File: config.mk
export PLATFORM = sky130hd
export DESIGN_NAME = rtc_calendar_tick_top
export DESIGN_NICKNAME = d
export VERILOG_FILES = /design/src/design/rtc_pkg.sv /design/src/design/rtc_calendar_tick_top.sv
export SDC_FILE = /design/constraint.sdc
export NUM_CORES = 1
export LEC_CHECK = 0
export ABC_AREA = 1
export BUFFER_PORTS_ARGS = -buffer_cell sky130_fd_sc_hd__clkbuf_2
export CAP_MARGIN = 20
export CORE_AREA = 10 10 132 122
export CTS_CLUSTER_DIAMETER = 40
export CTS_CLUSTER_SIZE = 24
export DETAILED_ROUTE_END_ITERATION = 8
export DIE_AREA = 0 0 142 132
export PLACE_DENSITY = 0.91
export SLEW_MARGIN = 40
export SYNTH_ARGS = -nofsm -noshare
export SYNTH_HDL_FRONTEND = slang
export SYNTH_SLANG_ARGS = --single-unit
File: constraint.sdc
create_clock -name clk -period 5.9 [get_ports clk]
set_input_delay 0.295 -clock clk [delete_from_list [all_inputs] [get_ports clk]]
set_output_delay 0.295 -clock clk [all_outputs]
set_load 0.01 [all_outputs]
File: src/design/rtc_pkg.sv
// ----------------------------------------------------------------------------
// rtc_pkg
// Shared types, constants and the leap-year function for the RTC calendar.
// ----------------------------------------------------------------------------
package rtc_pkg;

	localparam int YEAR_BITS = 16;

	localparam int CFG_IDX_W = 1;

	localparam logic [CFG_IDX_W-1:0] REG_TICKS_PER_SEC = CFG_IDX_W'(0);
	localparam logic [CFG_IDX_W-1:0] REG_HALF_MARK     = CFG_IDX_W'(1);

	localparam logic [7:0] TICKS_PER_SEC_RST = 8'd100;
	localparam logic [7:0] HALF_MARK_RST     = 8'd50;

	localparam logic [6:0] SEC_LIMIT  = 7'd60;
	localparam logic [6:0] MIN_LIMIT  = 7'd60;
	localparam logic [5:0] HOUR_LIMIT = 6'd24;

	// multiplicative inverse of 25 modulo 2**16; its low bits serve any narrower year
	localparam logic [YEAR_BITS-1:0] INV_25    = YEAR_BITS'(23593);
	localparam logic [YEAR_BITS-1:0] DIV25_LIM = YEAR_BITS'((2**YEAR_BITS - 1) / 25);

	typedef enum logic [1:0] {
		CMD_TICK   = 2'd0,
		CMD_LOAD   = 2'd1,
		CMD_TOGGLE = 2'd2
	} cmd_t;

	// divisible by 4, except centuries not divisible by 400
	function automatic logic is_leap(input logic [YEAR_BITS-1:0] y);
		logic [YEAR_BITS-1:0] p;
		logic div25;
		p = y * INV_25;
		div25 = (p <= DIV25_LIM);
		return (y[1:0] == 2'd0) && (!div25 || (y[3:0] == 4'd0));
	endfunction

endpackage

File: src/design/rtc_calendar_tick_top.sv
// ----------------------------------------------------------------------------
// rtc_calendar_tick_top
// Real-time clock and calendar driven by tick, load and toggle items.
// ----------------------------------------------------------------------------
// An item is held in the input register, then its result goes to the result register.
// Throughput: one item per cycle while out_stall does not hold the result register; the
// calendar step between the input register and the result register sets the figure.
// Reset: 00:00:00 on 1/1/0, prescale and both flags clear, ticks per
// second 100 and half mark 50; no item is pending.
module rtc_calendar_tick_top
	import rtc_pkg::*;
(
	input  logic                 clk,
	input  logic                 arst_n,

	input  logic                 in_valid,
	output logic                 in_stall,
	input  logic [1:0]           command,
	input  logic [5:0]           set_second,
	input  logic [5:0]           set_minute,
	input  logic [4:0]           set_hour,
	input  logic [4:0]           set_day,
	input  logic [3:0]           set_month,
	input  logic [15:0]          set_year,

	output logic                 out_valid,
	input  logic                 out_stall,
	output logic [5:0]           second,
	output logic [5:0]           minute,
	output logic [4:0]           hour,
	output logic [4:0]           day,
	output logic [3:0]           month,
	output logic [15:0]          year,
	output logic                 display_flag,
	output logic                 half_flag,

	input  logic                 cfg_valid,
	output logic                 cfg_ready,
	input  logic [CFG_IDX_W-1:0] cfg_index,
	input  logic [7:0]           cfg_data
);

	logic [7:0] tps_q;
	logic [7:0] half_mark_q;

	logic       valid_s1;
	logic [1:0] cmd_s1;
	logic [5:0] set_sec_s1;
	logic [5:0] set_min_s1;
	logic [4:0] set_hour_s1;
	logic [4:0] set_day_s1;
	logic [3:0] set_mon_s1;
	logic [15:0] set_year_s1;

	logic                 out_valid_q;
	logic [7:0]           prescale_q;
	logic [5:0]           sec_q;
	logic [5:0]           min_q;
	logic [4:0]           hour_q;
	logic [4:0]           day_q;
	logic [3:0]           mon_q;
	logic [YEAR_BITS-1:0] year_q;
	logic                 disp_q;
	logic                 half_q;

	logic                 adv;
	logic [7:0]           prescale_d;
	logic [5:0]           sec_d;
	logic [5:0]           min_d;
	logic [4:0]           hour_d;
	logic [4:0]           day_d;
	logic [3:0]           mon_d;
	logic [YEAR_BITS-1:0] year_d;
	logic                 disp_d;
	logic                 half_d;

	assign adv       = valid_s1 && (!out_valid_q || !out_stall);
	assign in_stall  = valid_s1 && !adv;
	assign cfg_ready = 1'b1;

	always_ff @(posedge clk or negedge arst_n) begin
		if (!arst_n) begin
			tps_q       <= TICKS_PER_SEC_RST;
			half_mark_q <= HALF_MARK_RST;
		end else if (cfg_valid && cfg_ready) begin
			unique case (cfg_index)
				REG_TICKS_PER_SEC: tps_q <= cfg_data;
				REG_HALF_MARK:     half_mark_q <= cfg_data;
				default: ;
			endcase
		end
	end

	always_ff @(posedge clk or negedge arst_n) begin
		if (!arst_n) begin
			valid_s1 <= 1'b0;
		end else if (!in_stall) begin
			valid_s1 <= in_valid;
		end
	end

	always_ff @(posedge clk) begin
		if (!in_stall && in_valid) begin
			cmd_s1      <= command;
			set_sec_s1  <= set_second;
			set_min_s1  <= set_minute;
			set_hour_s1 <= set_hour;
			set_day_s1  <= set_day;
			set_mon_s1  <= set_month;
			set_year_s1 <= set_year;
		end
	end

	always_comb begin
		logic [7:0] p;
		logic       sec_tick;
		logic [6:0] s7;
		logic [6:0] m7;
		logic [5:0] h6;
		logic [5:0] d6;
		logic [4:0] mo5;
		logic       roll;

		prescale_d = prescale_q;
		sec_d      = sec_q;
		min_d      = min_q;
		hour_d     = hour_q;
		day_d      = day_q;
		mon_d      = mon_q;
		year_d     = year_q;
		disp_d     = disp_q;
		half_d     = half_q;
		p          = prescale_q + 8'd1;
		sec_tick   = 1'b0;
		s7         = {1'b0, sec_q} + 7'd1;
		m7         = {1'b0, min_q} + 7'd1;
		h6         = {1'b0, hour_q} + 6'd1;
		d6         = {1'b0, day_q} + 6'd1;
		mo5        = {1'b0, mon_q};
		roll       = 1'b0;

		case (cmd_s1)
			CMD_TICK: begin
				if (p == tps_q) begin
					sec_tick = 1'b1;
					disp_d   = 1'b1;
					half_d   = 1'b0;
					p        = 8'd0;
				end
				if (p == half_mark_q)
					half_d = 1'b1;
				prescale_d = p;
				if (sec_tick) begin
					if (s7 < SEC_LIMIT) begin
						sec_d = s7[5:0];
					end else begin
						sec_d = 6'd0;
						if (m7 < MIN_LIMIT) begin
							min_d = m7[5:0];
						end else begin
							min_d = 6'd0;
							if (h6 < HOUR_LIMIT) begin
								hour_d = h6[4:0];
							end else begin
								hour_d = 5'd0;
								if (d6 >= 6'd32)
									roll = 1'b1;
								else if (d6 == 6'd31)
									roll = (mon_q == 4'd4) || (mon_q == 4'd6) ||
										(mon_q == 4'd9) || (mon_q == 4'd11);
								else if (d6 == 6'd30)
									roll = (mon_q == 4'd2);
								else if (d6 == 6'd29)
									roll = (mon_q == 4'd2) && !is_leap(year_q);
								if (roll) begin
									d6  = 6'd1;
									mo5 = mo5 + 5'd1;
								end
								if (mo5 >= 5'd13) begin
									mo5    = 5'd1;
									year_d = year_q + YEAR_BITS'(1);
								end
								day_d = d6[4:0];
								mon_d = mo5[3:0];
							end
						end
					end
				end
			end
			CMD_LOAD: begin
				sec_d  = set_sec_s1;
				min_d  = set_min_s1;
				hour_d = set_hour_s1;
				day_d  = set_day_s1;
				mon_d  = set_mon_s1;
				year_d = set_year_s1[YEAR_BITS-1:0];
			end
			CMD_TOGGLE: begin
				disp_d = !disp_q;
			end
			default: ;
		endcase
	end

	always_ff @(posedge clk or negedge arst_n) begin
		if (!arst_n) begin
			out_valid_q <= 1'b0;
			prescale_q  <= 8'd0;
			sec_q       <= 6'd0;
			min_q       <= 6'd0;
			hour_q      <= 5'd0;
			day_q       <= 5'd1;
			mon_q       <= 4'd1;
			year_q      <= '0;
			disp_q      <= 1'b0;
			half_q      <= 1'b0;
		end else if (adv) begin
			out_valid_q <= 1'b1;
			prescale_q  <= prescale_d;
			sec_q       <= sec_d;
			min_q       <= min_d;
			hour_q      <= hour_d;
			day_q       <= day_d;
			mon_q       <= mon_d;
			year_q      <= year_d;
			disp_q      <= disp_d;
			half_q      <= half_d;
		end else if (!out_stall) begin
			out_valid_q <= 1'b0;
		end
	end

	assign out_valid    = out_valid_q;
	assign second       = sec_q;
	assign minute       = min_q;
	assign hour         = hour_q;
	assign day          = day_q;
	assign month        = mon_q;
	assign year         = 16'(year_q);
	assign display_flag = disp_q;
	assign half_flag    = half_q;

	a_stall_needs_full_out: assert property (@(posedge clk) disable iff (!arst_n)
		in_stall |-> out_valid_q && out_stall)
		else $error("input stalled while result register free");

	a_adv_gives_result: assert property (@(posedge clk) disable iff (!arst_n)
		adv |=> out_valid_q)
		else $error("advanced item produced no result");

	a_hold_s1: assert property (@(posedge clk) disable iff (!arst_n)
		(valid_s1 && !adv) |=> valid_s1 && $stable(cmd_s1))
		else $error("held item lost from input register");

endmodule

; ---- Word-level counts from Yosys, hierarchy flattened
; Cells that the tools add are included.
[classes]
n_addsub = 7
n_mul = 1
order_cmp = 6
eq_ne = 19
mux = 55
n_bitwise = 1
n_reduce_logical = 33
[ops]
columns = op, count
row1 = 2-to-1 mux 16 bit, 5
row2 = 2-to-1 mux 5 bit, 15
row3 = one-hot mux 16 bit (2 select lines), 1
row4 = 2-to-1 mux 6 bit, 5
row5 = one-hot mux 6 bit (2 select lines), 2
row6 = 2-to-1 mux 4 bit, 5
row7 = one-hot mux 5 bit (2 select lines), 2
row8 = "== test 6 x 5 -> 1 bit, second input constant", 3
row9 = "adder 16 x 1 -> 16 bit, second input constant", 1
row10 = == test 8 bit, 2
row11 = "less-or-equal comparator 16 x 12 -> 1 bit, second input constant", 1
row12 = "multiplier 16 x 15 -> 16 bit, second input constant", 1
row13 = 2-to-1 mux 1 bit, 16
row14 = 2-to-1 mux 8 bit, 2
row15 = "adder 6 x 1 -> 7 bit, second input constant", 2
row16 = "< comparator 7 x 6 -> 1 bit, second input constant", 2
row17 = "adder 5 x 1 -> 6 bit, second input constant", 2
row18 = "inequality test 2 bit, second input constant", 6
row19 = AND reduction 3 bit, 3
row20 = "adder 8 x 1 -> 8 bit, second input constant", 1
row21 = "== test 4 x 3 -> 1 bit, second input constant", 2
row22 = "== test 4 bit, second input constant", 2
row23 = one-hot mux 4 bit (2 select lines), 1
row24 = logical NOT 1 bit, 7
row25 = 20 further kinds, 33
[word_totals]
reg_bits = 114
out_inout_bits = 47
word_cells = 142

; ---- Logic depth before layout (Yosys ltp)
; Gate-level depths: netlist of the first run.
[depth]
depth_word = 29
ltp_mapped = 36
depth_no_buf = 35

; ---- Least setup slack after synthesis of the first run
; No wires, ideal clock.
[synth_path]
path_kind = reg2reg
start = register year_q[0], in the netlist year[0]
end = register year_q[11], in the netlist year[11]
setup_ns = 0.118
arrival_time_ns = 4.932
required_time_ns = 5.782
setup_slack_ns = 0.851
stages_incl_launch_ff = 31
n_path_buf = 1
cell_sequence = dfrtp_1 ha_1 ha_1 inv_1 fa_1 fa_1 inv_1 fa_1 ha_1 ha_1 a21oi_1 o21ai_0 a31oi_1 inv_1 nand3_1 nand2_1 nand2_1 nand2_1 nand2_1 nand2_2 nand2_4 nand2_4 nand2_1 nand2_1 nor2_1 nand2_2 nand3_4 nand2_4 buf_6 nand2_1 nand2_1
[synth_via]
elab_chain_len = 25
elab_cells_between_ends = 34
cone_classes = add/sub: 1 / mul: 1 / order compare: 2 / eq/ne: 1 / mux: 21 / reduce/logical: 8
[synth_lines]
columns = element, line
row1 = from (decl), rtc_calendar_tick_top.sv:62  ; logic [YEAR_BITS-1:0] year_q;
row2 = from (signal assigned), rtc_calendar_tick_top.sv:225  ; year_q <= year_d;
row3 = multiplier 16 x 15 -> 16 bit, rtc_pkg.sv:35  ; p = y * INV_25;
row4 = less-or-equal comparator 16 x 12 -> 1 bit, rtc_pkg.sv:36  ; div25 = (p <= DIV25_LIM);
row5 = logical NOT 1 bit, rtc_pkg.sv:37  ; return (y[1:0] == 2'd0) && (!div25 || (y[3:0] == 4'd0));
row6 = logical OR 1 bit, rtc_pkg.sv:37
row7 = logical AND 1 bit, rtc_pkg.sv:37
row8 = logical NOT 1 bit, rtc_calendar_tick_top.sv:174  ; roll = (mon_q == 4'd2) && !is_leap(year_q);
row9 = logical AND 1 bit, rtc_calendar_tick_top.sv:174
row10 = 2-to-1 mux 1 bit, rtc_calendar_tick_top.sv:173  ; else if (d6 == 6'd29)
row11 = (+9 left out), n/a
row12 = 2-to-1 mux 5 bit, rtc_calendar_tick_top.sv:162  ; if (h6 < HOUR_LIMIT) begin
row13 = 2-to-1 mux 5 bit, rtc_calendar_tick_top.sv:158  ; if (m7 < MIN_LIMIT) begin
row14 = 2-to-1 mux 5 bit, rtc_calendar_tick_top.sv:154  ; if (s7 < SEC_LIMIT) begin
row15 = 2-to-1 mux 5 bit, rtc_calendar_tick_top.sv:153  ; if (sec_tick) begin
row16 = 2-to-1 mux 5 bit, rtc_calendar_tick_top.sv:142  ; case (cmd_s1)
row17 = >= comparator 5 x 4 -> 1 bit, rtc_calendar_tick_top.sv:179  ; if (mo5 >= 5'd13) begin
row18 = inequality test 2 bit (no line), n/a
row19 = AND reduction 7 bit (no line), n/a
; Several ways; a longest one is shown, not always the timed one. The select of a mux whose other input is x is not followed.
; A chain may end at the register's enable or synchronous reset.

; ---- Final worst setup path of the first run
[layout_path]
start = register year_q[2], in the netlist year[2]
end = register year_q[2], in the netlist year[2]
; Same word-level chain as after synthesis.

==> impl_metrics.prom, run 1 <==
# TYPE chip_impl_metric gauge
chip_impl_info{name="run_status",value="finished clean"} 1
chip_impl_metric{name="netlist_area",unit="mm2"} 0.00770
chip_impl_metric{name="final_max_slew_viol_count",unit=""} 0
chip_impl_metric{name="worstSkewPairLatency",unit="ns"} 0.44
chip_impl_metric{name="global_route.overflow_total",unit=""} 0
chip_impl_metric{name="synth_top_area_share",unit="%"} 20.1
chip_impl_metric{name="cts_max_path_buffers",unit=""} 2
chip_impl_metric{name="cell_count_after_synthesis",unit=""} 892
chip_impl_metric{name="async_reset_ff_share",unit="%"} 61.4
chip_impl_metric{name="fp-row-count",unit=""} 40
chip_impl_info{name="cts_tree",value="built"} 1
chip_impl_metric{name="remaining_drc_errors",unit=""} 0
chip_impl_info{name="yosys.area.top_type",value="sky130_fd_sc_hd__dfrtp_1"} 1
chip_impl_metric{name="coreArea",unit="mm2"} 0.0132
chip_impl_metric{name="grt.met1_usage",unit="%"} 25.5
chip_impl_metric{name="detail_route.iter0.violations",unit=""} 614
chip_impl_info{name="yosysMostFrequentCell",value="sky130_fd_sc_hd__nand2_1"} 1
chip_impl_metric{name="antenna_found_initial",unit=""} 0
chip_impl_metric{name="worst_path_largest_cell_delay",unit="ns"} 0.56
chip_impl_info{name="timing.critical_path.mode_cell",value="sky130_fd_sc_hd__nand2_1"} 1
chip_impl_metric{name="detail_route.vias_per_cell",unit=""} 5.42
chip_impl_metric{name="path_max_fanout",unit=""} 10
chip_impl_metric{name="cts_max_level",unit=""} 4
chip_impl_metric{name="synth_edf_count",unit=""} 44
chip_impl_info{name="grt_busiest_layer",value="met2"} 1
chip_impl_info{name="startpoint_type",value="flop"} 1
chip_impl_info{name="synth_ff_type",value="sky130_fd_sc_hd__dfrtp_1"} 1
chip_impl_info{name="synth.cells.most_frequent",value="sky130_fd_sc_hd__nand2_1, sky130_fd_sc_hd__inv_1, sky130_fd_sc_hd__ha_1"} 1
chip_impl_metric{name="yosysUniqueCellTypes",unit=""} 54
chip_impl_metric{name="timing.fmax",unit="GHz"} 0.181
chip_impl_metric{name="fin_nets",unit=""} 1157
chip_impl_metric{name="grt_pass1_vias",unit=""} 6597
chip_impl_metric{name="area_growth_syn_to_layout",unit="%"} 17.1
chip_impl_metric{name="initial_utilization",unit="%"} 58.3
chip_impl_metric{name="track_usage",unit="%"} 21.0
chip_impl_metric{name="globalplace.congestion",unit=""} 0.932
chip_impl_metric{name="r2r.worst_path.cells",unit=""} 29
chip_impl_metric{name="fp.dieArea",unit="mm2"} 0.0187
chip_impl_metric{name="dr.pass1.iters",unit=""} 5
chip_impl_metric{name="timing.clock.skew",unit="ns"} 0.0209
chip_impl_info{name="cpMaxStageDelayCell",value="sky130_fd_sc_hd__fa_1"} 1
chip_impl_metric{name="tns",unit="ns"} 0
chip_impl_metric{name="grt_pass1_wl",unit="mm"} 32.1
chip_impl_metric{name="clk_transition_reported_paths",unit="ns"} 0.07
chip_impl_metric{name="clock-sinks",unit=""} 114
chip_impl_info{name="worst_path_dominant_cell_family",value="adder cells"} 1
chip_impl_metric{name="antenna_left",unit=""} 0
chip_impl_metric{name="layout_filler_cell_count",unit=""} 985
chip_impl_metric{name="post_route_cells_drive_above_1_share",unit="%"} 18.1
chip_impl_metric{name="met3_usage",unit="%"} 5.76
chip_impl_metric{name="wire_per_inst",unit="um"} 16.2
chip_impl_metric{name="die_width",unit="um"} 142
chip_impl_metric{name="setup_viol",unit=""} 0
chip_impl_metric{name="ys_seq_elements",unit=""} 114
chip_impl_metric{name="antenna-diode-count",unit=""} 0
chip_impl_metric{name="syn-mean-instance-area",unit="um2"} 8.63
chip_impl_info{name="clk_root_buffer_cell",value="sky130_fd_sc_hd__clkbuf_16"} 1
chip_impl_metric{name="total_wire_length",unit="mm"} 19.3
chip_impl_metric{name="ys_warn_count",unit=""} 0
chip_impl_metric{name="cp_data_required_time",unit="ns"} 6.21
chip_impl_info{name="worst_hold_path_type",value="input port to flop"} 1
chip_impl_metric{name="final_critical_path_share_of_the_clock_period",unit="%"} 93.7
chip_impl_metric{name="worst-endpoint-arrival",unit="ns"} 5.84
chip_impl_metric{name="dp.final_hpwl",unit="mm"} 13.6
chip_impl_metric{name="fin_hold_ws",unit="ns"} 0.0314
chip_impl_metric{name="route.vias.total",unit=""} 6435
chip_impl_metric{name="post-route-min-period",unit="ns"} 5.53
chip_impl_metric{name="drv_cap",unit=""} 0
chip_impl_metric{name="mappedNetlistNets",unit=""} 1043
chip_impl_metric{name="worstHoldPathCells",unit=""} 1
chip_impl_metric{name="floorplan.die.height",unit="um"} 132
chip_impl_info{name="cp-end-kind",value="flop"} 1
chip_impl_metric{name="timing.final.hold_violations",unit=""} 0
chip_impl_metric{name="cp.buffers_inverters",unit=""} 4
chip_impl_info{name="timing_worst_setup_path_type",value="flop to flop"} 1
chip_impl_metric{name="relSlewSlack",unit="%"} 55.8
chip_impl_metric{name="io_pins",unit=""} 105
chip_impl_metric{name="placement.io_buffers",unit=""} 103
chip_impl_metric{name="cts_buf_count",unit=""} 17
chip_impl_metric{name="seq_area_frac_synth",unit="%"} 40.0
chip_impl_metric{name="fin_util",unit="%"} 68.2
chip_impl_info{name="main_area_contributors_after_synthesis",value="sky130_fd_sc_hd__dfrtp_1, sky130_fd_sc_hd__edfxtp_1, sky130_fd_sc_hd__nand2_1, sky130_fd_sc_hd__ha_1, sky130_fd_sc_hd__inv_1"} 1
chip_impl_metric{name="groute.layer.met2.usage",unit="%"} 34.7
chip_impl_metric{name="timing.critical_path.depth",unit=""} 29
chip_impl_metric{name="worst_pin_slew",unit="ns"} 0.664
chip_impl_metric{name="grt_start_max_net_pins",unit=""} 71
==> area by class of cell <==
type                       count  area (um2)  share of cell area, %
multi-input combinational    642        4090                   45.4
sequential                   114        3090                   34.2
timing repair buffer         113         597                   6.62
inverter                     118         448                   4.97
clock buffer                  18         429                   4.76
tap                          168         210                   2.33
clock inverter                14         155                   1.72
==> state kept, by name, indices dropped and copies added, names as in the netlist <==
signal and flops:
tps_q 8, half_mark_q 8, cmd_s1 2, valid_s1 1
out_valid 1, prescale_q 8, year 16, hour 5
minute 6, set_min_s1 6, set_year_s1 16, set_sec_s1 6
day 5, month 4, second 6, set_mon_s1 4
set_hour_s1 5, half_flag 1, set_day_s1 5, display_flag 1
==> worst reg2reg max path: cells and delay by family, from the launching register on <==
family / cells / cell delay, ns
AOI/OAI and AO/OA: 2 / 0.30
adders and majority gates: 7 / 2.79
buffers and inverters: 4 / 0.43
DFF: 1 / 0.48
and+or+nand+nor: 16 / 1.43
==> cells by family (layout without fill, tap and decap cells) <==
kind of cell             count (synthesis)  in the layout  share of synthesized area (%)
AO/OA/AOI/OAI                          101            101                           7.62
XOR/XNOR                                40             40                           4.65
adder cells (fa/ha/maj)                 93             93                           16.9
buffers and inverters                  136            263                           7.07
flip-flops                             114            114                           40.0
multiplexers                             5              5                          0.731
other                                    1              1                         0.0487
AND/OR/NAND/NOR                        402            402                           23.0
==> timing repair <==
action                     4_1_cts  5_1_grt
setup endpoints to repair        0       16
gates resized for setup          0        3
hold buffers                     1        0
buffers inserted                 0        5
hold endpoints to repair         2        0
==> per-stage QoR <==
step / area, um2 / instances / setup WS [ns]
final: 9010 / 1187 / 0.370
after global routing: 9010 / 1187 / -0.0152
after CTS: 8960 / 1182 / 0.206
after detailed placement: 8370 / 1149 / 0.357
after global placement: 8360 / 1149 / 0.625
after floorplan: 7700 / 892 / 0.851
==> path summary, 6_finish.rpt <==
path	start	endpoint	slack, ns
max	year[2]$_DFFE_PN0P_	year[2]$_DFFE_PN0P_	0.37
min	set_year[2]	set_year_s1[2]$_DFFE_PP_	0.03
max reg2reg	year[2]$_DFFE_PN0P_	year[2]$_DFFE_PN0P_	0.37
min reg2reg	valid_s1$_DFFE_PN0N_	out_valid$_DFFE_PN0P_	0.48
max in group asynchronous	arst_n	second[0]$_DFFE_PN0P_	4.92
min in group asynchronous	arst_n	day[2]$_DFFE_PN0P_	0.51
==> cells in the final DEF (no fill, tap or decap), types with 17 or more instances in the layout <==
| master | synthesis | routed |
|---|---|---|
| sky130_fd_sc_hd__clkbuf_16 | 0 | 17 |
| sky130_fd_sc_hd__fa_1 | 18 | 18 |
| sky130_fd_sc_hd__nand3_1 | 60 | 60 |
| sky130_fd_sc_hd__inv_1 | 114 | 112 |
| sky130_fd_sc_hd__clkbuf_2 | 0 | 102 |
| sky130_fd_sc_hd__edfxtp_1 | 44 | 44 |
| sky130_fd_sc_hd__nor2_1 | 47 | 46 |
| sky130_fd_sc_hd__xor2_1 | 25 | 25 |
| sky130_fd_sc_hd__o21ai_0 | 47 | 47 |
| sky130_fd_sc_hd__ha_1 | 75 | 75 |
| sky130_fd_sc_hd__nand2_1 | 252 | 252 |
| sky130_fd_sc_hd__dfrtp_1 | 62 | 60 |
| sky130_fd_sc_hd__a21oi_1 | 21 | 21 |
==> routing by layer <==
layer | up-vias | routed length, um
li1 | 3150 | -
met3 | 35 | 1200
met1 | 3034 | 8130
met5 | - | 0
met2 | 216 | 9520
met4 | 0 | 420
Power of run 1 is left out: the tool's default activity adds up to more than one toggle a clock period on the data nets, which glitch-free logic cannot reach.
==> run 2, diff against run 1 <==
--- a/config.mk
+++ b/config.mk
@@ -5,14 +5,13 @@
 export SDC_FILE = /design/constraint.sdc
 export NUM_CORES = 1
 export LEC_CHECK = 0
-export ABC_AREA = 1
 export BUFFER_PORTS_ARGS = -buffer_cell sky130_fd_sc_hd__clkbuf_2
 export CAP_MARGIN = 20
-export CORE_AREA = 10 10 132 122
+export CORE_AREA = 10 10 133 123
 export CTS_CLUSTER_DIAMETER = 40
 export CTS_CLUSTER_SIZE = 24
 export DETAILED_ROUTE_END_ITERATION = 8
-export DIE_AREA = 0 0 142 132
+export DIE_AREA = 0 0 143 133
 export PLACE_DENSITY = 0.91
 export SLEW_MARGIN = 40
 export SYNTH_ARGS = -nofsm -noshare
==> run 2 against run 1 <==
Compared with the run above:
- the run now ends with negative hold slack left
- clock skew decreased by 0.0078 ns
- worst hold slack got worse by 0.044 ns
- final cell count decreased by 10%
- synthesized cell count decreased by 12%
- clock-buffer cell count increased by 6
- global-route usage increased by 0.95 points
- via count increased by 3.7%
- design area increased by 1.2%
- maximum frequency decreased by 0.14%
- critical path type unchanged
- largest cell class unchanged
==> impl_metrics.prom, run 2 <==
# TYPE chip_impl_metric gauge
chip_impl_metric{name="timing.clock.skew",unit="ns"} 0.0131
chip_impl_metric{name="synth_top_area_share",unit="%"} 19.7
chip_impl_info{name="timing_worst_setup_path_type",value="flop to flop"} 1
chip_impl_metric{name="fp.dieArea",unit="mm2"} 0.0190
chip_impl_metric{name="syn-mean-instance-area",unit="um2"} 10.0
chip_impl_metric{name="route.vias.total",unit=""} 6674
chip_impl_metric{name="dr.pass1.iters",unit=""} 6
chip_impl_metric{name="ys_warn_count",unit=""} 0
chip_impl_info{name="layout_common_cells",value="sky130_fd_sc_hd__clkbuf_2, sky130_fd_sc_hd__ha_1, sky130_fd_sc_hd__nand2_1, sky130_fd_sc_hd__dfrtp_1, sky130_fd_sc_hd__inv_1"} 1
chip_impl_metric{name="cp_data_required_time",unit="ns"} 6.23
chip_impl_metric{name="worstSkewPairLatency",unit="ns"} 0.42
chip_impl_metric{name="antenna_left",unit=""} 0
chip_impl_metric{name="fin_hold_ws",unit="ns"} -0.0123
chip_impl_metric{name="seq_area_frac_synth",unit="%"} 39.2
chip_impl_metric{name="final_critical_path_share_of_the_clock_period",unit="%"} 93.9
chip_impl_info{name="final_common_cell",value="sky130_fd_sc_hd__clkbuf_2"} 1
chip_impl_metric{name="wire_per_inst",unit="um"} 19.3
chip_impl_metric{name="post-place-cells",unit=""} 1032
chip_impl_metric{name="r2r.worst_path.cells",unit=""} 18
chip_impl_metric{name="postCtsSetupRepairBufs",unit=""} 0
chip_impl_metric{name="final_max_slew_viol_count",unit=""} 0
chip_impl_metric{name="io_pins",unit=""} 105
chip_impl_metric{name="floorplan.die.height",unit="um"} 133
chip_impl_metric{name="timing.fmax",unit="GHz"} 0.181
chip_impl_metric{name="placement.io_buffers",unit=""} 103
chip_impl_metric{name="fin_nets",unit=""} 1030
chip_impl_metric{name="track_usage",unit="%"} 22.0
chip_impl_info{name="worst_hold_path_type",value="input port to asynchronous set/reset pin"} 1
chip_impl_metric{name="tns",unit="ns"} 0
chip_impl_metric{name="worst-endpoint-arrival",unit="ns"} 5.87
chip_impl_metric{name="yosysUniqueCellTypes",unit=""} 83
chip_impl_metric{name="finalNonFillerCells",unit=""} 1064
chip_impl_metric{name="clock-sinks",unit=""} 114
chip_impl_metric{name="grt_pass1_vias",unit=""} 6760
chip_impl_metric{name="remaining_drc_errors",unit=""} 0
chip_impl_metric{name="dp.final_hpwl",unit="mm"} 14.5
chip_impl_metric{name="relSlewSlack",unit="%"} 45.3
chip_impl_metric{name="fp-row-count",unit=""} 41
chip_impl_info{name="timing.rr.end",value="month[0]$_DFFE_PN1P_"} 1
chip_impl_info{name="main_area_contributors_after_synthesis",value="sky130_fd_sc_hd__dfrtp_1, sky130_fd_sc_hd__edfxtp_1, sky130_fd_sc_hd__ha_1, sky130_fd_sc_hd__fa_1, sky130_fd_sc_hd__nand2_1"} 1
chip_impl_metric{name="worst_pin_slew",unit="ns"} 0.818
chip_impl_info{name="synth.cells.most_frequent",value="sky130_fd_sc_hd__ha_1, sky130_fd_sc_hd__nand2_1, sky130_fd_sc_hd__dfrtp_1"} 1
chip_impl_info{name="setup_repair_after_global_routing_missed_its_margin",value="false"} 1
chip_impl_metric{name="drv_cap",unit=""} 0
chip_impl_metric{name="detail_route.vias_per_cell",unit=""} 6.27
chip_impl_metric{name="cts.hold.buffers_added",unit=""} 0
chip_impl_metric{name="cts_max_level",unit=""} 4
chip_impl_info{name="yosysMostFrequentCell",value="sky130_fd_sc_hd__ha_1"} 1
chip_impl_info{name="clk_root_buffer_cell",value="sky130_fd_sc_hd__clkbuf_16"} 1
chip_impl_metric{name="post-route-min-period",unit="ns"} 5.54
chip_impl_metric{name="antenna-diode-count",unit=""} 0
chip_impl_info{name="yosys.area.top_type",value="sky130_fd_sc_hd__dfrtp_1"} 1
chip_impl_metric{name="coreArea",unit="mm2"} 0.0137
chip_impl_info{name="timing.critical_path.to",value="month[0]$_DFFE_PN1P_"} 1
chip_impl_metric{name="cell_count_after_synthesis",unit=""} 784
chip_impl_info{name="run_status",value="complete, but fails checks"} 1
chip_impl_metric{name="detail_route.iter0.violations",unit=""} 668
chip_impl_metric{name="pre_cts_slack",unit="ns"} 0.505
chip_impl_metric{name="netlist_area",unit="mm2"} 0.00787
chip_impl_metric{name="cts.repair.resized",unit=""} 0
chip_impl_metric{name="cts_max_path_buffers",unit=""} 2
chip_impl_metric{name="global_route.overflow_total",unit=""} 0
chip_impl_metric{name="clk_transition_reported_paths",unit="ns"} 0.05
chip_impl_metric{name="grt_pass1_wl",unit="mm"} 33.7
chip_impl_info{name="worstReg2RegStart",value="year[2]$_DFFE_PN0P_"} 1
chip_impl_info{name="synth_ff_type",value="sky130_fd_sc_hd__dfrtp_1"} 1
chip_impl_info{name="startpoint_type",value="flop"} 1
chip_impl_metric{name="async_reset_ff_share",unit="%"} 61.4
chip_impl_info{name="worst_setup_path_startpoint",value="year[2]$_DFFE_PN0P_"} 1
chip_impl_info{name="cp-end-kind",value="flop"} 1
chip_impl_metric{name="post_route_cells_drive_above_1_share",unit="%"} 21.6
chip_impl_metric{name="setup_viol",unit=""} 0
chip_impl_metric{name="globalplace.congestion",unit=""} 0.901
chip_impl_metric{name="total_wire_length",unit="mm"} 20.5
chip_impl_metric{name="synth_edf_count",unit=""} 44
chip_impl_info{name="cts_tree",value="built"} 1
chip_impl_metric{name="grt_start_max_net_pins",unit=""} 71
chip_impl_metric{name="area_growth_syn_to_layout",unit="%"} 16.0
chip_impl_metric{name="path_max_fanout",unit=""} 9
chip_impl_info{name="failed_checks",value="negative hold slack"} 1
chip_impl_metric{name="r2r_slack",unit="ns"} 0.36
chip_impl_metric{name="mappedNetlistNets",unit=""} 935
chip_impl_metric{name="initial_utilization",unit="%"} 57.4
chip_impl_metric{name="setup_ws",unit="ns"} 0.362
chip_impl_metric{name="antenna_found_initial",unit=""} 0
chip_impl_metric{name="timing.final.hold_violations",unit=""} 4
chip_impl_metric{name="ys_seq_elements",unit=""} 114
chip_impl_metric{name="die_width",unit="um"} 143
chip_impl_metric{name="cts_buf_count",unit=""} 17
[run 2: cell count changes after synthesis, sizes merged, moves of 8 or more]
cell / previous run / this run
nand2b: 0 / 8
a21oi: 22 / 44
o211ai: 2 / 12
nor3: 8 / 17
mux2: 5 / 20
buf: 7 / 16
inv: 118 / 57
nand3: 62 / 27
nand2: 260 / 74
a31oi: 2 / 25
nor2b: 0 / 13
nor2: 50 / 39
xor2: 26 / 11
[run 2: worst min-delay path by stage]
stage | startpoint | to | cells past startpoint
floorplan | arst_n | day[1]$_DFFE_PN0P_ | 0
global placement | valid_s1$_DFFE_PN0N_ | out_valid$_DFFE_PN0P_ | 1
detailed placement | arst_n | half_mark_q[3]$_DFFE_PN0P_ | 2
CTS | arst_n | display_flag$_DFFE_PN0P_ | 2
global route | arst_n | tps_q[3]$_DFFE_PN0P_ | 2
finish | arst_n | tps_q[3]$_DFFE_PN0P_ | 2
[run 2: cells by family (layout without fill, tap and decap cells)]
logic type,count (synthesis),count (layout),synth area share [%]
AO/OA/AOI/OAI,201,201,17.3
XOR/XNOR,32,32,3.93
adder cells (fa/ha/maj),93,93,16.5
buffers and inverters,88,196,4.66
flip-flops,114,114,39.2
multiplexers,20,20,2.86
other,1,1,0.0477
AND/OR/NAND/NOR,235,235,15.6
[run 2: final cells by class]
class	count	area (um2)
Clock buffer	24	503
Clock inverter	8	98.8
Fill cell	984	4570
Inverter	57	214
Multi-Input combinational cell	582	4430
Sequential cell	114	3080
Tap cell	172	215
Timing Repair Buffer	107	577
[run 2: stage by stage]
stage	instance area (um2)	util [%]	hold WS, ns
2_1_floorplan	7870	-	-0.000591
3_3_place_gp	8470	61.8	0.467
3_5_place_dp	8520	62.2	0.455
4_1_cts	9120	66.6	0.0148
5_1_grt	9130	66.6	0.0376
6_report	9130	66.6	-0.0123
[run 2: worst max-delay path, stage by stage (launching register included)]
cell and delay, ns:
sky130_fd_sc_hd__dfrtp_1 0.53, sky130_fd_sc_hd__inv_1 0.10, sky130_fd_sc_hd__ha_1 0.32, sky130_fd_sc_hd__ha_1 0.28, sky130_fd_sc_hd__inv_1 0.05, sky130_fd_sc_hd__fa_1 0.48, sky130_fd_sc_hd__fa_1 0.54, sky130_fd_sc_hd__inv_1 0.06
sky130_fd_sc_hd__fa_1 0.48, sky130_fd_sc_hd__ha_1 0.30, sky130_fd_sc_hd__ha_1 0.35, sky130_fd_sc_hd__nor2b_1 0.18, sky130_fd_sc_hd__nor2b_1 0.16, sky130_fd_sc_hd__or4_1 0.47, sky130_fd_sc_hd__o311a_1 0.15, sky130_fd_sc_hd__a211oi_2 0.26
sky130_fd_sc_hd__a311oi_2 0.25, sky130_fd_sc_hd__a21oi_1 0.27, sky130_fd_sc_hd__a2bb2oi_1 0.21
[run 2: routing by layer]
layer,up-vias,track usage (%),routed length (um)
met3,47,5.87,1610
met5,-,0,0
met1,3191,26.1,8190
li1,3053,-,-
met4,0,9.16,495
met2,383,36.7,10200
Power of run 2 is left out for the same reason.
==> run 3, diff against run 2 <==
--- a/config.mk
+++ b/config.mk
@@ -12,7 +12,7 @@
 export CTS_CLUSTER_SIZE = 24
 export DETAILED_ROUTE_END_ITERATION = 8
 export DIE_AREA = 0 0 143 133
-export PLACE_DENSITY = 0.91
+export PLACE_DENSITY = 0.8
 export SLEW_MARGIN = 40
 export SYNTH_ARGS = -nofsm -noshare
 export SYNTH_HDL_FRONTEND = slang
==> run 3 against run 2 <==
Compared with the run above:
- the run still ends with negative hold slack left
- final cell count about the same
- via count decreased by 5.0%
- die area is the same
==> impl_metrics.prom, run 3 (synthesis results as in run 2) <==
# TYPE chip_impl_metric gauge
chip_impl_metric{name="antenna-diode-count",unit=""} 0
chip_impl_metric{name="io_pins",unit=""} 105
chip_impl_metric{name="total_wire_length",unit="mm"} 18.6
chip_impl_info{name="worst_hold_path_type",value="input port to asynchronous set/reset pin"} 1
chip_impl_metric{name="dp.final_hpwl",unit="mm"} 13.4
chip_impl_metric{name="cp_data_required_time",unit="ns"} 6.24
chip_impl_metric{name="detail_route.vias_per_cell",unit=""} 5.95
chip_impl_metric{name="cts_buf_count",unit=""} 17
chip_impl_metric{name="antenna_found_initial",unit=""} 0
chip_impl_info{name="cp-end-kind",value="flop"} 1
chip_impl_metric{name="cts.hold.buffers_added",unit=""} 0
chip_impl_metric{name="design_area",unit="mm2"} 0.00909
chip_impl_metric{name="area_growth_syn_to_layout",unit="%"} 15.6
chip_impl_metric{name="timing.fmax",unit="GHz"} 0.188
chip_impl_info{name="timing.critical_path.mode_cell",value="sky130_fd_sc_hd__ha_1"} 1
chip_impl_info{name="worstReg2RegStart",value="year[2]$_DFFE_PN0P_"} 1
chip_impl_info{name="failed_checks",value="negative hold slack"} 1
chip_impl_metric{name="floorplan.die.height",unit="um"} 133
chip_impl_metric{name="timing.clock.skew",unit="ns"} 0.00705
chip_impl_metric{name="clk_transition_reported_paths",unit="ns"} 0.06
chip_impl_metric{name="fp.dieArea",unit="mm2"} 0.0190
chip_impl_metric{name="sequential_cell_area",unit="mm2"} 0.00308
chip_impl_metric{name="initial_utilization",unit="%"} 57.4
chip_impl_metric{name="r2r_slack",unit="ns"} 0.58
chip_impl_info{name="timing_worst_setup_path_type",value="flop to flop"} 1
chip_impl_metric{name="fin_nets",unit=""} 1031
chip_impl_info{name="clk_root_buffer_cell",value="sky130_fd_sc_hd__clkbuf_16"} 1
chip_impl_metric{name="cts_max_level",unit=""} 4
chip_impl_metric{name="worstSkewPairLatency",unit="ns"} 0.42
chip_impl_metric{name="dr.pass1.iters",unit=""} 5
chip_impl_info{name="worst_setup_path_startpoint",value="year[2]$_DFFE_PN0P_"} 1
chip_impl_metric{name="tns",unit="ns"} 0
chip_impl_metric{name="fin_hold_ws",unit="ns"} -0.0248
chip_impl_info{name="critical_path.cell_chain",value="inv_1 -> ha_1 -> ha_1 -> inv_1 -> fa_1 -> fa_1 -> inv_1 -> fa_1 -> ha_1 -> ha_1 -> nor2b_1 -> nor2b_1 -> or4_1 -> o311a_1 -> a211oi_2 -> a31oi_1 -> or3_1 -> o211ai_1"} 1
chip_impl_metric{name="globalplace.congestion",unit=""} 0.897
chip_impl_info{name="run_status",value="complete, but fails checks"} 1
chip_impl_metric{name="die_width",unit="um"} 143
chip_impl_info{name="cpMaxStageDelayCell",value="sky130_fd_sc_hd__fa_1"} 1
chip_impl_metric{name="antenna_left",unit=""} 0
chip_impl_info{name="startpoint_type",value="flop"} 1
chip_impl_metric{name="placement.io_buffers",unit=""} 103
chip_impl_metric{name="fp-row-count",unit=""} 41
chip_impl_metric{name="post_route_cells_drive_above_1_share",unit="%"} 21.7
chip_impl_info{name="cts_tree",value="built"} 1
chip_impl_metric{name="final_critical_path_share_of_the_clock_period",unit="%"} 90.2
chip_impl_metric{name="route.vias.total",unit=""} 6338
chip_impl_metric{name="worst_pin_slew",unit="ns"} 0.809
chip_impl_metric{name="cts.repair.resized",unit=""} 0
chip_impl_metric{name="multiInputGateArea",unit="mm2"} 0.00443
chip_impl_metric{name="postCtsSetupRepairBufs",unit=""} 0
chip_impl_metric{name="drv_cap",unit=""} 0
chip_impl_metric{name="relSlewSlack",unit="%"} 45.9
chip_impl_metric{name="grt_pass1_wl",unit="mm"} 31.6
chip_impl_metric{name="clock-sinks",unit=""} 114
chip_impl_metric{name="remaining_drc_errors",unit=""} 0
chip_impl_metric{name="track_usage",unit="%"} 20.3
chip_impl_metric{name="worst-endpoint-arrival",unit="ns"} 5.66
chip_impl_metric{name="grt_start_max_net_pins",unit=""} 71
chip_impl_metric{name="global_route.overflow_total",unit=""} 0
chip_impl_metric{name="layout_filler_cell_count",unit=""} 1068
chip_impl_metric{name="grt_pass1_vias",unit=""} 6278
chip_impl_metric{name="postPlaceCellArea",unit="mm2"} 0.00851
chip_impl_metric{name="final_max_slew_viol_count",unit=""} 0
chip_impl_metric{name="detail_route.iter0.violations",unit=""} 502
chip_impl_metric{name="worst_path_largest_cell_delay",unit="ns"} 0.55
chip_impl_info{name="layout_common_cells",value="sky130_fd_sc_hd__clkbuf_2, sky130_fd_sc_hd__ha_1, sky130_fd_sc_hd__nand2_1, sky130_fd_sc_hd__dfrtp_1, sky130_fd_sc_hd__inv_1"} 1
chip_impl_metric{name="path_max_fanout",unit=""} 9
chip_impl_metric{name="wire_per_inst",unit="um"} 17.5
chip_impl_metric{name="timing.final.hold_violations",unit=""} 5
chip_impl_info{name="setup_repair_after_global_routing_missed_its_margin",value="false"} 1
chip_impl_metric{name="post-route-min-period",unit="ns"} 5.32
chip_impl_metric{name="setup_viol",unit=""} 0
chip_impl_info{name="final_common_cell",value="sky130_fd_sc_hd__clkbuf_2"} 1
chip_impl_metric{name="cts_max_path_buffers",unit=""} 2
chip_impl_metric{name="coreArea",unit="mm2"} 0.0137
run 3: layout make-up:
cell class,count,area share (%)
sequential,114,33.9
multi-input combinational,582,48.8
clock inverter,14,1.50
inverter,57,2.35
clock buffer,18,4.83
timing repair buffer,108,6.29
tap,172,2.37
run 3: critical path, delay by kind of cell, from the launching register on:
| kind | cells | cell delay [ns] |
|---|---|---|
| and+or+nand+nor | 4 | 1.16 |
| DFF | 1 | 0.52 |
| AOI/OAI and AO/OA | 4 | 0.65 |
| buffers and inverters | 3 | 0.19 |
| adders and majority gates | 7 | 2.72 |
run 3: routing by layer:
layer | track usage [%] | vias to the layer above | share of wire [%]
met1 | 26.7 | 3061 | 45
met4 | 6.13 | 0 | 1.4
met5 | 0 | - | 0
met2 | 32.2 | 200 | 47
li1 | - | 3054 | -
met3 | 5.22 | 23 | 6.3
run 3: final timing paths:
check / endpoint / cells past startpoint
setup / recovery: month[1]$_DFFE_PN0P_ / 18
hold / removal: half_mark_q[6]$_DFFE_PN0P_ / 2
setup reg to reg: month[1]$_DFFE_PN0P_ / 18
hold reg to reg: out_valid$_DFFE_PN0P_ / 1
max in group asynchronous: year[0]$_DFFE_PN0P_ / 2
min in group clk: set_min_s1[5]$_DFFE_PP_ / 1
run 3: metrics by stage:
stage	cells	hold WS [ns]	utilization [%]	setup WS, ns
after floorplan	784	-0.000591	-	0.836
after CTS	1065	0.0113	66.4	0.602
after detailed placement	1033	0.453	62.2	0.625
after global routing	1065	0.0242	66.4	0.324
final	1065	-0.0248	66.4	0.579
after global placement	1031	0.465	61.9	0.716
Power of run 3 is left out for the same reason.
